$ cat src/sv/unix_time_to_calendar_assert.svh
// Assertion macros for the Unix time to calendar converter.
`ifndef UNIX_TIME_TO_CALENDAR_ASSERT_SVH
`define UNIX_TIME_TO_CALENDAR_ASSERT_SVH

// Check that the consequent holds in the same cycle as the antecedent.
`define U2C_ASSERT_NOW(lbl, ante, cons, msg) \
  lbl: assert property (@(posedge clk_i) disable iff (!rst_ni) (ante) |-> (cons)) \
    else $error(msg);

// Check that the consequent holds in the cycle after the antecedent.
`define U2C_ASSERT_NEXT(lbl, ante, cons, msg) \
  lbl: assert property (@(posedge clk_i) disable iff (!rst_ni) (ante) |=> (cons)) \
    else $error(msg);

`endif

$ cat src/sv/u2c_pkg.sv
// Shared types, constants and the month length table of the calendar converter.
`timescale 1ns / 1ps

package u2c_pkg;

  localparam int unsigned EpochW = 32;
  localparam int unsigned OffW   = 16;
  localparam int unsigned YearW  = 12;
  localparam int unsigned MonW   = 4;
  localparam int unsigned DayW   = 5;
  localparam int unsigned HourW  = 5;
  localparam int unsigned MinW   = 6;
  localparam int unsigned SecW   = 6;
  localparam int unsigned DaysW  = 17;
  localparam int unsigned RemW   = 17;
  localparam int unsigned YlenW  = 9;

  localparam logic [OffW-1:0] OffsetReset = 16'd28800;

  // Divisors for the remainder back-multiplies
  localparam logic [RemW-1:0] SecsPerDay  = 17'd86400;
  localparam logic [RemW-1:0] SecsPerHour = 17'd3600;
  localparam logic [SecW-1:0] SecsPerMin  = 6'd60;

  // Reciprocals: x / d equals (x * ceil(2^s / d)) >> s over the whole input range
  // Days: (t >> 7) / 675, 25-bit x, s = 35
  localparam logic [25:0] DayRecip  = 26'd50903317;
  // Hours: (r >> 4) / 225, 13-bit x, s = 21
  localparam logic [13:0] HourRecip = 14'd9321;
  // Minutes: (r >> 2) / 15, 10-bit x, s = 14
  localparam logic [10:0] MinRecip  = 11'd1093;

  localparam logic [YearW-1:0] BaseYear   = 12'd1970;
  localparam logic [6:0]       Mod100Base = 7'd70;
  localparam logic [8:0]       Mod400Base = 9'd370;
  localparam logic [6:0]       Mod100Last = 7'd99;
  localparam logic [8:0]       Mod400Last = 9'd399;

  localparam logic [YlenW-1:0] LeapYearLen   = 9'd366;
  localparam logic [YlenW-1:0] CommonYearLen = 9'd365;

  typedef enum logic [3:0] {
    S_IDLE, S_DAYQ, S_DAYR, S_HOURQ, S_HOURR, S_MINQ, S_MINR, S_YEAR, S_MONTH, S_DONE
  } state_e;

  typedef enum logic [3:0] {
    OP_NONE, OP_LOAD_IN, OP_QUO, OP_REM, OP_YEAR, OP_MONTH, OP_OUT
  } dp_op_e;

  typedef enum logic [1:0] {
    DIV_DAY, DIV_HOUR, DIV_MIN
  } dsel_e;

  typedef struct packed {
    dp_op_e op;
    dsel_e  dsel;
  } dp_cmd_t;

  typedef struct packed {
    logic year_fits;
    logic month_fits;
  } dp_stat_t;

  // Days in a month, months counted from zero
  function automatic logic [DayW-1:0] month_len(input logic [MonW-1:0] mon,
                                                input logic leap);
    logic [DayW-1:0] len;
    unique case (mon)
      4'd1:                   len = leap ? 5'd29 : 5'd28;
      4'd3, 4'd5, 4'd8, 4'd10: len = 5'd30;
      default:                len = 5'd31;
    endcase
    return len;
  endfunction

endpackage

$ cat src/sv/u2c_ctrl.sv
// Sequencer of the calendar converter: time split, year walk and month walk.
`timescale 1ns / 1ps

module u2c_ctrl (
  input  logic              clk_i,
  input  logic              rst_ni,
  input  logic              in_valid_i,
  output logic              in_ready_o,
  output logic              out_valid_o,
  input  logic              out_ready_i,
  input  u2c_pkg::dp_stat_t stat_i,
  output u2c_pkg::dp_cmd_t  cmd_o
);

  u2c_pkg::state_e                state_q, state_d;
  logic                           out_valid_q, out_valid_d;

  // State and result flag
  always_ff @(posedge clk_i or negedge rst_ni) begin
    if (!rst_ni) begin
      state_q     <= u2c_pkg::S_IDLE;
      out_valid_q <= 1'b0;
    end else begin
      state_q     <= state_d;
      out_valid_q <= out_valid_d;
    end
  end

  // Next state and datapath commands
  always_comb begin
    state_d    = state_q;
    cmd_o.op   = u2c_pkg::OP_NONE;
    cmd_o.dsel = u2c_pkg::DIV_DAY;
    unique case (state_q)
      u2c_pkg::S_IDLE: begin
        if (in_valid_i) begin
          cmd_o.op = u2c_pkg::OP_LOAD_IN;
          state_d  = u2c_pkg::S_DAYQ;
        end
      end
      u2c_pkg::S_DAYQ: begin
        cmd_o.op   = u2c_pkg::OP_QUO;
        cmd_o.dsel = u2c_pkg::DIV_DAY;
        state_d    = u2c_pkg::S_DAYR;
      end
      u2c_pkg::S_DAYR: begin
        cmd_o.op   = u2c_pkg::OP_REM;
        cmd_o.dsel = u2c_pkg::DIV_DAY;
        state_d    = u2c_pkg::S_HOURQ;
      end
      u2c_pkg::S_HOURQ: begin
        cmd_o.op   = u2c_pkg::OP_QUO;
        cmd_o.dsel = u2c_pkg::DIV_HOUR;
        state_d    = u2c_pkg::S_HOURR;
      end
      u2c_pkg::S_HOURR: begin
        cmd_o.op   = u2c_pkg::OP_REM;
        cmd_o.dsel = u2c_pkg::DIV_HOUR;
        state_d    = u2c_pkg::S_MINQ;
      end
      u2c_pkg::S_MINQ: begin
        cmd_o.op   = u2c_pkg::OP_QUO;
        cmd_o.dsel = u2c_pkg::DIV_MIN;
        state_d    = u2c_pkg::S_MINR;
      end
      u2c_pkg::S_MINR: begin
        cmd_o.op   = u2c_pkg::OP_REM;
        cmd_o.dsel = u2c_pkg::DIV_MIN;
        state_d    = u2c_pkg::S_YEAR;
      end
      u2c_pkg::S_YEAR: begin
        if (stat_i.year_fits) state_d = u2c_pkg::S_MONTH;
        else                  cmd_o.op = u2c_pkg::OP_YEAR;
      end
      u2c_pkg::S_MONTH: begin
        if (stat_i.month_fits) state_d = u2c_pkg::S_DONE;
        else                   cmd_o.op = u2c_pkg::OP_MONTH;
      end
      u2c_pkg::S_DONE: begin
        // Hold until the output register is free or being emptied
        if (!out_valid_q || out_ready_i) begin
          cmd_o.op = u2c_pkg::OP_OUT;
          state_d  = u2c_pkg::S_IDLE;
        end
      end
      default: begin
        state_d = u2c_pkg::S_IDLE;
      end
    endcase
  end

  // Set the result flag on load, drop it when the result is taken
  always_comb begin
    out_valid_d = out_valid_q;
    if (cmd_o.op == u2c_pkg::OP_OUT) out_valid_d = 1'b1;
    else if (out_ready_i)            out_valid_d = 1'b0;
  end

  assign in_ready_o  = (state_q == u2c_pkg::S_IDLE);
  assign out_valid_o = out_valid_q;

endmodule

$ cat src/sv/u2c_dp.sv
// Datapath of the calendar converter: offset register, time split, year and month walk.
`timescale 1ns / 1ps

module u2c_dp (
  input  logic                        clk_i,
  input  logic                        rst_ni,
  input  logic                        cfg_we_i,
  input  logic [u2c_pkg::OffW-1:0]    cfg_wdata_i,
  input  logic [u2c_pkg::EpochW-1:0]  epoch_seconds_i,
  input  u2c_pkg::dp_cmd_t            cmd_i,
  output u2c_pkg::dp_stat_t           stat_o,
  output logic [u2c_pkg::YearW-1:0]   year_out_o,
  output logic [u2c_pkg::MonW-1:0]    month_out_o,
  output logic [u2c_pkg::DayW-1:0]    day_out_o,
  output logic [u2c_pkg::HourW-1:0]   hour_out_o,
  output logic [u2c_pkg::MinW-1:0]    minute_out_o,
  output logic [u2c_pkg::SecW-1:0]    second_out_o
);

  logic [u2c_pkg::OffW-1:0]   off_q;
  logic [u2c_pkg::EpochW-1:0] t_q;
  logic [u2c_pkg::RemW-1:0]   r_q;
  logic [u2c_pkg::DaysW-1:0]  days_q;
  logic [u2c_pkg::HourW-1:0]  hour_q;
  logic [u2c_pkg::MinW-1:0]   minute_q;
  logic [u2c_pkg::SecW-1:0]   second_q;
  logic [u2c_pkg::YearW-1:0]  year_q;
  logic [6:0]                 m100_q;
  logic [8:0]                 m400_q;
  logic [u2c_pkg::MonW-1:0]   mon_q;

  logic [u2c_pkg::YearW-1:0]  year_res_q;
  logic [u2c_pkg::MonW-1:0]   month_res_q;
  logic [u2c_pkg::DayW-1:0]   day_res_q;
  logic [u2c_pkg::HourW-1:0]  hour_res_q;
  logic [u2c_pkg::MinW-1:0]   minute_res_q;
  logic [u2c_pkg::SecW-1:0]   second_res_q;

  logic [50:0]                day_prod;
  logic [26:0]                hour_prod;
  logic [20:0]                min_prod;
  logic [u2c_pkg::RemW-1:0]   day_back;
  logic [u2c_pkg::RemW-1:0]   hour_back;
  logic [u2c_pkg::SecW-1:0]   min_back;
  logic                       leap;
  logic [u2c_pkg::YlenW-1:0]  ylen;
  logic [u2c_pkg::DayW-1:0]   mlen;
  logic [u2c_pkg::DaysW-1:0]  ylen_ext;
  logic [u2c_pkg::DaysW-1:0]  mlen_ext;

  // Offset register
  always_ff @(posedge clk_i or negedge rst_ni) begin
    if (!rst_ni) begin
      off_q <= u2c_pkg::OffsetReset;
    end else if (cfg_we_i) begin
      off_q <= cfg_wdata_i;
    end
  end

  // Quotients by reciprocal multiply, after shifting out the power-of-two factor
  assign day_prod  = {26'd0, t_q[31:7]} * {25'd0, u2c_pkg::DayRecip};
  assign hour_prod = {14'd0, r_q[16:4]} * {13'd0, u2c_pkg::HourRecip};
  assign min_prod  = {11'd0, r_q[11:2]} * {10'd0, u2c_pkg::MinRecip};

  // Back-multiplies for the remainders, kept to the width of the remainder each one feeds
  assign day_back  = days_q * u2c_pkg::SecsPerDay;
  assign hour_back = {{(u2c_pkg::RemW-u2c_pkg::HourW){1'b0}}, hour_q} * u2c_pkg::SecsPerHour;
  assign min_back  = minute_q * u2c_pkg::SecsPerMin;

  // Gregorian leap rule from the running year residues
  assign leap     = ((year_q[1:0] == 2'd0) && (m100_q != 7'd0)) || (m400_q == 9'd0);
  assign ylen     = leap ? u2c_pkg::LeapYearLen : u2c_pkg::CommonYearLen;
  assign mlen     = u2c_pkg::month_len(mon_q, leap);
  assign ylen_ext = {{(u2c_pkg::DaysW-u2c_pkg::YlenW){1'b0}}, ylen};
  assign mlen_ext = {{(u2c_pkg::DaysW-u2c_pkg::DayW){1'b0}}, mlen};

  assign stat_o.year_fits  = (days_q < ylen_ext);
  assign stat_o.month_fits = (days_q < mlen_ext);

  // Working registers
  always_ff @(posedge clk_i) begin
    case (cmd_i.op)
      u2c_pkg::OP_LOAD_IN: begin
        t_q    <= epoch_seconds_i + {{(u2c_pkg::EpochW-u2c_pkg::OffW){1'b0}}, off_q};
        year_q <= u2c_pkg::BaseYear;
        m100_q <= u2c_pkg::Mod100Base;
        m400_q <= u2c_pkg::Mod400Base;
        mon_q  <= '0;
      end
      u2c_pkg::OP_QUO: begin
        case (cmd_i.dsel)
          u2c_pkg::DIV_DAY:  days_q   <= {1'b0, day_prod[50:35]};
          u2c_pkg::DIV_HOUR: hour_q   <= hour_prod[25:21];
          default:           minute_q <= min_prod[19:14];
        endcase
      end
      u2c_pkg::OP_REM: begin
        case (cmd_i.dsel)
          u2c_pkg::DIV_DAY:  r_q      <= t_q[u2c_pkg::RemW-1:0] - day_back;
          u2c_pkg::DIV_HOUR: r_q      <= r_q - hour_back;
          default:           second_q <= r_q[u2c_pkg::SecW-1:0] - min_back;
        endcase
      end
      u2c_pkg::OP_YEAR: begin
        days_q <= days_q - ylen_ext;
        year_q <= year_q + 1'b1;
        m100_q <= (m100_q == u2c_pkg::Mod100Last) ? 7'd0 : m100_q + 1'b1;
        m400_q <= (m400_q == u2c_pkg::Mod400Last) ? 9'd0 : m400_q + 1'b1;
      end
      u2c_pkg::OP_MONTH: begin
        days_q <= days_q - mlen_ext;
        mon_q  <= mon_q + 1'b1;
      end
      default: begin
      end
    endcase
  end

  // Output register, loaded once the walk is finished
  always_ff @(posedge clk_i) begin
    if (cmd_i.op == u2c_pkg::OP_OUT) begin
      year_res_q   <= year_q;
      month_res_q  <= mon_q + 1'b1;
      day_res_q    <= days_q[u2c_pkg::DayW-1:0] + 1'b1;
      hour_res_q   <= hour_q;
      minute_res_q <= minute_q;
      second_res_q <= second_q;
    end
  end

  assign year_out_o   = year_res_q;
  assign month_out_o  = month_res_q;
  assign day_out_o    = day_res_q;
  assign hour_out_o   = hour_res_q;
  assign minute_out_o = minute_res_q;
  assign second_out_o = second_res_q;

endmodule

$ cat src/sv/unix_time_to_calendar.sv
// Top level of the Unix time to local calendar date and time converter.
// Usage:
//   Input channel in_valid_i/in_ready_o carries one request, epoch_seconds_i.
//   Output channel out_valid_o/out_ready_i returns year, month, day, hour,
//   minute and second of the local time for that request.
//   cfg_we_i writes cfg_wdata_i into the time-zone offset (seconds); write
//   it only while no request is in flight.
// Sequence: after acceptance the timestamp plus the offset is loaded; the
//   states DAYQ, DAYR, HOURQ, HOURR, MINQ and MINR split off days, hours,
//   minutes and seconds by reciprocal multiplies; the year and month walks
//   then take off one year or month length per step until the rest fits.
// Throughput: one request at a time; in_ready_o rises with out_valid_o.
// Reset: clears the sequencer and the result flag and sets the offset to
//   28800 seconds.
// Stall: a result waiting on out_ready_i stays in the output register while
//   the next request is accepted and worked on; that request waits in its
//   last step until the output register is free.
`timescale 1ns / 1ps

module unix_time_to_calendar (
  input  logic                        clk_i,
  input  logic                        rst_ni,
  input  logic                        cfg_we_i,
  input  logic [u2c_pkg::OffW-1:0]    cfg_wdata_i,
  input  logic                        in_valid_i,
  output logic                        in_ready_o,
  input  logic [u2c_pkg::EpochW-1:0]  epoch_seconds_i,
  output logic                        out_valid_o,
  input  logic                        out_ready_i,
  output logic [u2c_pkg::YearW-1:0]   year_out_o,
  output logic [u2c_pkg::MonW-1:0]    month_out_o,
  output logic [u2c_pkg::DayW-1:0]    day_out_o,
  output logic [u2c_pkg::HourW-1:0]   hour_out_o,
  output logic [u2c_pkg::MinW-1:0]    minute_out_o,
  output logic [u2c_pkg::SecW-1:0]    second_out_o
);

  u2c_pkg::dp_cmd_t  cmd;
  u2c_pkg::dp_stat_t stat;

  // Sequencer
  u2c_ctrl u_ctrl (
    .clk_i       (clk_i),
    .rst_ni      (rst_ni),
    .in_valid_i  (in_valid_i),
    .in_ready_o  (in_ready_o),
    .out_valid_o (out_valid_o),
    .out_ready_i (out_ready_i),
    .stat_i      (stat),
    .cmd_o       (cmd)
  );

  // Datapath
  u2c_dp u_dp (
    .clk_i           (clk_i),
    .rst_ni          (rst_ni),
    .cfg_we_i        (cfg_we_i),
    .cfg_wdata_i     (cfg_wdata_i),
    .epoch_seconds_i (epoch_seconds_i),
    .cmd_i           (cmd),
    .stat_o          (stat),
    .year_out_o      (year_out_o),
    .month_out_o     (month_out_o),
    .day_out_o       (day_out_o),
    .hour_out_o      (hour_out_o),
    .minute_out_o    (minute_out_o),
    .second_out_o    (second_out_o)
  );

`include "unix_time_to_calendar_assert.svh"

  `U2C_ASSERT_NEXT(a_busy_after_accept, in_valid_i && in_ready_o, !in_ready_o, "accepted a request while busy")
  `U2C_ASSERT_NOW(a_no_overwrite, cmd.op == u2c_pkg::OP_OUT, !out_valid_o || out_ready_i, "pending result overwritten")
  `U2C_ASSERT_NOW(a_result_range, out_valid_o, (month_out_o >= 4'd1) && (month_out_o <= 4'd12) && (day_out_o != 5'd0) && (hour_out_o <= 5'd23), "result field out of range")

endmodule

$ cat config.mk
export PLATFORM = sky130hd
export DESIGN_NAME = unix_time_to_calendar
export DESIGN_NICKNAME = d
export VERILOG_FILES = /design/src/sv/u2c_pkg.sv /design/src/sv/u2c_ctrl.sv /design/src/sv/u2c_dp.sv /design/src/sv/unix_time_to_calendar.sv
export VERILOG_INCLUDE_DIRS = /design/src /design/src/sv
export SDC_FILE = /design/constraint.sdc
export NUM_CORES = 1
export LEC_CHECK = 0
export ABC_AREA = 1
export BUFFER_PORTS_ARGS = -buffer_cell sky130_fd_sc_hd__buf_2
export CAP_MARGIN = 20
export CORE_MARGIN = 1.5
export CORE_UTILIZATION = 36
export CTS_CLUSTER_SIZE = 16
export DETAILED_ROUTE_END_ITERATION = 6
export PLACE_DENSITY = 0.6
export SYNTH_ARGS = -nofsm -noshare
export SYNTH_HDL_FRONTEND = slang
export SYNTH_SLANG_ARGS = --single-unit
$ cat constraint.sdc
create_clock -name clk_i -period 6.1 [get_ports clk_i]
set_input_delay 0 -clock clk_i [delete_from_list [all_inputs] [get_ports clk_i]]
set_output_delay 0 -clock clk_i [all_outputs]
set_load 0.01 [all_outputs]
==> key figures, run 1 <==
Run status
  • Result of the run: finished clean

Synthesis
  • Number of distinct library cells after synthesis: 54
  • Flop and latch count out of synthesis: 174
  • EDFF count, synth: 153
  • Post-synth top area share: 24.1%
  • Most used DFF post-synth: sky130_fd_sc_hd__edfxtp_1
  • Library cell with the largest summed area after synthesis: sky130_fd_sc_hd__ha_1
  • Gate count of the mapped netlist: 3224
  • Synthesized net count: about 4000
  • Total standard cell area after synthesis: between 20000 and 30000 µm²
  • Largest cells by area after synthesis: sky130_fd_sc_hd__ha_1 24%, sky130_fd_sc_hd__fa_1 18%, sky130_fd_sc_hd__edfxtp_1 17%
  • Share of synthesized area occupied by flip-flops and latches: approximately 20%
  • Number of synthesis warnings: 0
  • Share of synthesized flip-flops with an asynchronous set or reset: 12.1%
  • Avg Cell Area, Syn: 8.18 µm²

Die
  • Floorplan Core Area: around 73000 µm²
  • Horiz. Die Dim: 274 µm
  • Floorplan row count: just under 100
  • Number of I/O pins: between 90 and 100
  • Die outline area: 74900 µm²
  • Floorplan die height: 274 µm
  • Initial core utilization: roughly 36%

Worst setup path
  • Critical path data required time: 6330 ps
  • Arrival time of the worst setup path: around 6000 ps
  • Kind of critical path: register to register
  • Kind of end point of the critical path: register
  • Startpoint type of the worst setup path: register
  • Highest fanout seen on the critical path: 4

Drt
  • Routed via count divided by cell count: 4.72
  • DRT iter0 DRCs: about 1300
  • Detailed-route via count: 20679
  • Antenna viol nets, final: 0
  • Wire per inst: 15.7 µm
  • DRC Markers: 0
  • First drt pass iteration count: 6
  • Final WL: 68.9 mm

Timing
  • Maximum clock rate: 0.173 GHz
  • Setup tns final: 0 ps
  • Share of the cycle needed by the critical path after routing: 95.0%
  • Slew of the pin with the lowest slew margin: 1040 ps
  • Worst setup skew after layout: ~35 ps
  • RSZ-0062 raised after global routing: false
  • Final hold vios: 0
  • Worst slew margin: 30.5%
  • Count of final setup violators: 0
  • Final slew viol count: 0
  • Crit path time final: 5790 ps

Global routing
  • Global route total overflow: 0
  • Vias in the first global route: 20717
  • Global-route wire length before repair: 110 mm
  • Antenna violations before repair: 3
  • Total routing resource utilization after global routing: 18.9%
  • Largest net degree at the start of global routing: 34

Place
  • Detailed-placement wirelength estimate: between 50 and 60 mm
  • Buffers on Ports: 92
  • Routability-driven placement congestion ratio: between 0.9 and 1

Flow run
  • Number of max-cap violations: 0

CTS
  • CTS tree: done
  • Maximum clock insertion buffer count: 2
  • H-tree depth: 4
  • Latest clock arrival within the worst-skew pair: 490 ps
  • TritonCTS Buffers: 17
  • Root Buffer Master: sky130_fd_sc_hd__clkbuf_16
  • Clock transition time at the flip-flop clock pins of the worst setup and hold paths: 100 ps
  • Sinks on Clock Net: ~170

Final layout
  • NumNets Final: 4202
  • FILL cells: 7428
  • Share of final-layout standard cells stronger than drive strength 1: about 7.0%
  • Area Growth Syn to Fin: 11.2%

Min path
  • Worst min-delay path class: input pin to register
per-stage QoR:
stage / setup slack [ps] / instance area [µm²] / hold slack [ps] / cells / util, %
floorplan: 564 / 26400 / -296 / 3224 / -
global placement: 230 / 28300 / 24.1 / 4302 / 38.9
detailed placement: 132 / 28300 / 31.9 / 4302 / 38.9
CTS: 128 / 29200 / 7.61 / 4370 / 40.2
global route: 4.65 / 29300 / 51.3 / 4384 / 40.3
finish: 306 / 29300 / 17.7 / 4384 / 40.3
cell type report:
type	instances	area, µm²	area share [%]
Sequential cell	174	5120	17.5
Inverter	819	3080	10.5
Multi-Input combinational cell	2217	18100	61.8
Clock inverter	14	154	0.525
Tap cell	959	1200	4.09
Timing Repair Buffer	180	1220	4.17
Antenna cell	3	7.51	0.0256
Clock buffer	18	429	1.46
Yosys cell counts, drive strengths merged, types with 5 or more instances:
| library cell | number |
|---|---|
| o22ai | 7 |
| nand2 | 664 |
| nor3 | 48 |
| a21o | 13 |
| buf | 12 |
| edfxtp | 153 |
| or2 | 6 |
| mux2 | 15 |
| xor2 | 71 |
| nand4 | 41 |
| fa | 232 |
| a31oi | 9 |
| o21ai | 81 |
| nand3b | 11 |
| a21oi | 110 |
| nor2 | 214 |
| ha | 508 |
| o21bai | 7 |
| dfrtp | 17 |
| nand3 | 132 |
| xnor2 | 22 |
| inv | 819 |
| nor4 | 5 |
sequential cells by signal (all words and copies together), names as in the netlist, 6 cells and up:
signal,count
u_dp.days_q,17
u_dp.minute_out_o,6
u_dp.m100_q,7
u_dp.second_out_o,6
u_dp.r_q,17
u_dp.year_out_o,12
u_dp.t_q,32
u_dp.year_q,12
u_dp.m400_q,9
u_dp.second_q,6
u_dp.off_q,16
u_dp.minute_q,6
worst paths after layout:
check	slack [ps]	end	startpoint	cells past startpoint
min reg2reg	420	u_dp.second_out_o[0]	u_dp.second_q[0]	0
min in group asynchronous	50	u_dp.off_q[10]	rst_ni	2
max	310	u_dp.days_q[15]	u_dp.t_q[11]	24
max reg2reg	310	u_dp.days_q[15]	u_dp.t_q[11]	24
max in group asynchronous	5650	u_ctrl.state_q[1]	rst_ni	2
min	20	u_ctrl.state_q[3]	in_valid_i	5
critical path: stages, from the launching register on:
cell,delay (ps)
sky130_fd_sc_hd__edfxtp_1,470
sky130_fd_sc_hd__fa_1,550
sky130_fd_sc_hd__inv_1,50
sky130_fd_sc_hd__fa_1,480
sky130_fd_sc_hd__inv_1,40
sky130_fd_sc_hd__ha_1,280
sky130_fd_sc_hd__fa_1,500
sky130_fd_sc_hd__inv_1,50
sky130_fd_sc_hd__fa_1,470
sky130_fd_sc_hd__fa_1,550
sky130_fd_sc_hd__inv_1,60
sky130_fd_sc_hd__fa_1,480
sky130_fd_sc_hd__ha_1,370
sky130_fd_sc_hd__nand2_1,110
sky130_fd_sc_hd__nor2_1,160
sky130_fd_sc_hd__inv_1,100
sky130_fd_sc_hd__nor2_1,230
sky130_fd_sc_hd__buf_4,160
sky130_fd_sc_hd__nand2_1,50
sky130_fd_sc_hd__nand2_1,70
sky130_fd_sc_hd__nand2_1,60
sky130_fd_sc_hd__nand3_1,80
sky130_fd_sc_hd__nand2_1,50
sky130_fd_sc_hd__nand3_1,70
sky130_fd_sc_hd__nand2_1,50
repair_timing:
action,in CTS,in global routing
setup buffers,0,10
setup endpoints to repair,0,15
hold endpoints to repair,54,0
resized for setup,0,8
hold buffers,36,0
kinds of logic after synthesis:
logic type / after synthesis / synth area share [%]
compound gates: 243 / 5.10
xor+xnor: 93 / 3.09
fa+ha+maj: 740 / 41.7
buf+inv: 833 / 12.0
flops: 174 / 19.4
mux: 15 / 0.641
simple gates: 1126 / 18.0
layout by cell type, fill, tap and decap left out, types with 22 or more instances in the layout:
cell type and instances:
sky130_fd_sc_hd__inv_1 814, sky130_fd_sc_hd__nand2_1 660, sky130_fd_sc_hd__ha_1 508, sky130_fd_sc_hd__fa_1 232, sky130_fd_sc_hd__nor2_1 202, sky130_fd_sc_hd__edfxtp_1 153, sky130_fd_sc_hd__nand3_1 123, sky130_fd_sc_hd__a21oi_1 109
sky130_fd_sc_hd__buf_2 92, sky130_fd_sc_hd__xor2_1 71, sky130_fd_sc_hd__o21ai_0 70, sky130_fd_sc_hd__buf_4 50, sky130_fd_sc_hd__nor3_1 43, sky130_fd_sc_hd__nand4_1 41, sky130_fd_sc_hd__dlygate4sd3_1 36, sky130_fd_sc_hd__xnor2_1 22
per-layer routing:
metal	global-route usage (%)	part of all wire (%)	up-vias
li1	-	-	10494
met1	24.8	46	9622
met2	31.1	46	436
met3	2.46	4.1	127
met4	7.92	4.2	0
met5	0	0	-
Power of run 1 is not shown: default switching activity piles up to over one toggle a cycle in this logic, so the estimate is an artifact.
==> run 2: changes to the inputs <==
SYNTH_HIERARCHICAL = 1   (was not set)
==> run 2 against run 1 <==
Against the previous run: first-iteration DRC count down 5.5%; synthesized cell count grew 0.16%; routed wire length down 0.70%; utilization is 0.19 points higher; setup slack improved by 15 ps; highest routed layer is now met5; largest cell class unchanged.
==> key figures, run 2 <==
Global routing
  • Total routing resource utilization after global routing: 18.9% (+0.050 points)
  • Global-route wire length before repair: 110 mm (-0.35%)
  • Global route total overflow: 0 (unchanged)
  • Antenna violations before repair: 3 (unchanged)
  • Largest net degree at the start of global routing: 39 (+15%)
  • Vias in the first global route: 21100 (+1.8%)

Timing
  • Share of the cycle needed by the critical path after routing: 94.7% (-0.24 points)
  • Slew of the pin with the lowest slew margin: 1020 ps (-22.9 ps)
  • Count of final setup violators: 0 (unchanged)
  • Crit path time final: 5780 ps (-14.9 ps)
  • Worst setup skew after layout: 16.3 ps (-18.3 ps)
  • Worst slew margin: 31.9% (+1.4 points)
  • Maximum clock rate: 0.173 GHz (+0.26%)
  • Final slew viol count: 0 (unchanged)
  • RSZ-0062 raised after global routing: false
  • Final hold vios: 0 (unchanged)
  • Setup tns final: 0 ps (unchanged)

Final layout
  • Commonest cells after routing, fill and taps aside: 812 x sky130_fd_sc_hd__inv_1, 657 x sky130_fd_sc_hd__nand2_1, 504 x sky130_fd_sc_hd__ha_1
  • Max reg flops: 32 (unchanged)
  • Share of final-layout standard cells stronger than drive strength 1: 8.06% (+1.1 points)
  • Area Growth Syn to Fin: 11.7%
  • NumNets Final: 4216 (+0.33%)
  • Final antenna diode count: 0 (-3)
  • Largest Register: u_dp/t_q
  • Leading registers by flop count: u_dp/t_q: 32 flops, u_dp/days_q: 17 flops, u_dp/r_q: 17 flops
  • Most common cell after layout, fill and taps aside: sky130_fd_sc_hd__inv_1

Worst setup path
  • Arrival time of the worst setup path: 6010 ps (about the same)
  • Kind of end point of the critical path: register
  • Worst-path cell chain: fa_1 > inv_1 > fa_1 > inv_1 > ha_1 > fa_1 > inv_1 > fa_1 > fa_1 > inv_1 > fa_1 > ha_1 > nand2_1 > nor2_1 > inv_1 > nor2_1 > nand4_1 > nand3_1 > nand2_1 > nand3_1 > nand2_1
  • Most repeated library cell on the critical path: sky130_fd_sc_hd__fa_1
  • Kind of critical path: register to register
  • Startpoint type of the worst setup path: register
  • CP delay by family, top: adder cells
  • Critical path data required time: 6330 ps (about the same)
  • Slowest-stage cell, CP: sky130_fd_sc_hd__edfxtp_1
  • Delay of the slowest cell on the worst path: 540 ps (about the same)
  • Highest fanout seen on the critical path: 5 (+1)
  • Count of buffer and inverter cells on the critical path: 5 (-1)

CTS
  • Root Buffer Master: sky130_fd_sc_hd__clkbuf_16
  • Latest clock arrival within the worst-skew pair: 490 ps (about the same)
  • TritonCTS Buffers: 17 (unchanged)
  • CTS tree: done
  • H-tree depth: 4 (unchanged)
  • Sinks on Clock Net: 174 (unchanged)
  • Maximum clock insertion buffer count: 2 (unchanged)
  • Clock transition time at the flip-flop clock pins of the worst setup and hold paths: 80 ps (-20 ps)

Synthesis
  • Share of synthesized area occupied by flip-flops and latches: 19.4% (about the same)
  • Number of synthesis warnings: 6 (+6)
  • Synthesized net count: 4022 (+0.12%)
  • Share of synthesized flip-flops with an asynchronous set or reset: 12.1% (unchanged)
  • Largest cells by area after synthesis: sky130_fd_sc_hd__ha_1 24%, sky130_fd_sc_hd__fa_1 18%, sky130_fd_sc_hd__edfxtp_1 17%
  • Total standard cell area after synthesis: 26400 µm² (about the same)
  • EDFF count, synth: 153 (unchanged)
  • Gate count of the mapped netlist: 3229 (+0.16%)
  • Number of distinct library cells after synthesis: 61 (+13%)
  • Most frequent cells after synthesis: 814 x sky130_fd_sc_hd__inv_1, 660 x sky130_fd_sc_hd__nand2_1, 508 x sky130_fd_sc_hd__ha_1, 232 x sky130_fd_sc_hd__fa_1, 193 x sky130_fd_sc_hd__nor2_1
  • Post-synth top area share: 24.1% (about the same)
  • Library cell with the largest summed area after synthesis: sky130_fd_sc_hd__ha_1
  • Flop and latch count out of synthesis: 174 (unchanged)
  • Avg Cell Area, Syn: 8.17 µm² (-0.14%)
  • Most common cell in the netlist: sky130_fd_sc_hd__inv_1
  • Most used DFF post-synth: sky130_fd_sc_hd__edfxtp_1

Drt
  • First drt pass iteration count: 7 (+1)
  • Wire per inst: 15.6 µm (-0.95%)
  • Final WL: 68.4 mm (-0.70%)
  • DRT iter0 DRCs: 1191 (-5.5%)
  • Detailed-route via count: 20788 (+0.53%)
  • Antenna viol nets, final: 0 (unchanged)
  • Routed via count divided by cell count: 4.73 (+0.28%)
  • DRC Markers: 0 (unchanged)

Min path
  • Worst min-delay path class: input pin to register

Die
  • Floorplan row count: 99 (unchanged)
  • Floorplan Core Area: 72700 µm² (unchanged)
  • Die outline area: 74900 µm² (about the same)
  • Initial core utilization: 36.3% (about the same)
  • Horiz. Die Dim: 274 µm (about the same)
  • Number of I/O pins: 93 (unchanged)
  • Floorplan die height: 274 µm (about the same)

Run status
  • Result of the run: finished clean

Place
  • Routability-driven placement congestion ratio: 0.926 (-3.3%)
  • Detailed-placement wirelength estimate: 59.1 mm (-0.99%)
  • Buffers on Ports: 92 (unchanged)

Flow run
  • Number of max-cap violations: 0 (unchanged)
## run 2: area by class of cell
type                    instances  area [µm²]
flip-flops and latches        174        5120
clock inverters                14         151
inverters                     827        3100
repair buffers                187        1290
multi-input cells            2216       18200
clock buffers                  18         429
fillers                      7397       43200
well taps                     959        1200
## run 2: final timing paths
path                                          start                   end  slack [ps]  depth (start not counted)
worst max-delay path                   u_dp/t_q[13]        u_dp/days_q[7]         320                         21
worst min-delay path            epoch_seconds_i[20]          u_dp/t_q[20]          20                          3
worst max register to register         u_dp/t_q[13]        u_dp/days_q[7]         320                         21
worst min register to register     u_dp/minute_q[5]  u_dp/minute_out_o[5]         420                          0
max in group asynchronous                    rst_ni     u_ctrl/state_q[1]        4200                          4
min in group asynchronous                    rst_ni         u_dp/off_q[0]         460                          3
## run 2: what timing repair did
item | in CTS | in global routing
hold buffers | 39 | 0
resized for setup | 0 | 20
setup buffers | 0 | 15
endpoints found under the setup margin | 0 | 14
hold endpoints to repair | 56 | 0
## run 2: kinds of logic after synthesis
group                    count (synthesis)  share of synthesized area [%]
AND/OR/NAND/NOR                       1121                           18.0
buffers and inverters                  839                           12.0
adder cells (fa/ha/maj)                740                           41.7
AO/OA/AOI/OAI                          259                           5.50
flip-flops                             174                           19.4
XOR/XNOR                                80                           2.66
multiplexers                            15                          0.640
other                                    1                         0.0142
## run 2: per-stage QoR
stage | worst slack, ps | utilization [%] | hold WS [ps] | area, µm² | cells
after global placement | 232 | 38.9 | -4.78 | 28300 | 4308
after global routing | 14.2 | 40.5 | 18.9 | 29500 | 4395
after detailed placement | 207 | 38.9 | -6.89 | 28300 | 4308
final | 320 | 40.5 | 20.5 | 29500 | 4395
after CTS | 181 | 40.2 | 5.10 | 29300 | 4379
after floorplan | 452 | - | -296 | 26400 | 3229
## run 2: worst min-delay path, delay by kind of cell
family | cells | cell delay [ps]
buffers and inverters | 2 | 220
xor gates and xnor gates | 1 | 110
## run 2: metal layers
metal	share of wire [%]	GRT usage, %	vias up	wire [µm]
li1	-	-	10528	-
met1	46	24.1	9775	31200
met2	47	32.3	369	32200
met3	4.2	3.09	112	2840
met4	3.2	6.54	4	2170
met5	0.038	0	-	26
Power of run 2 is left out for the same reason.
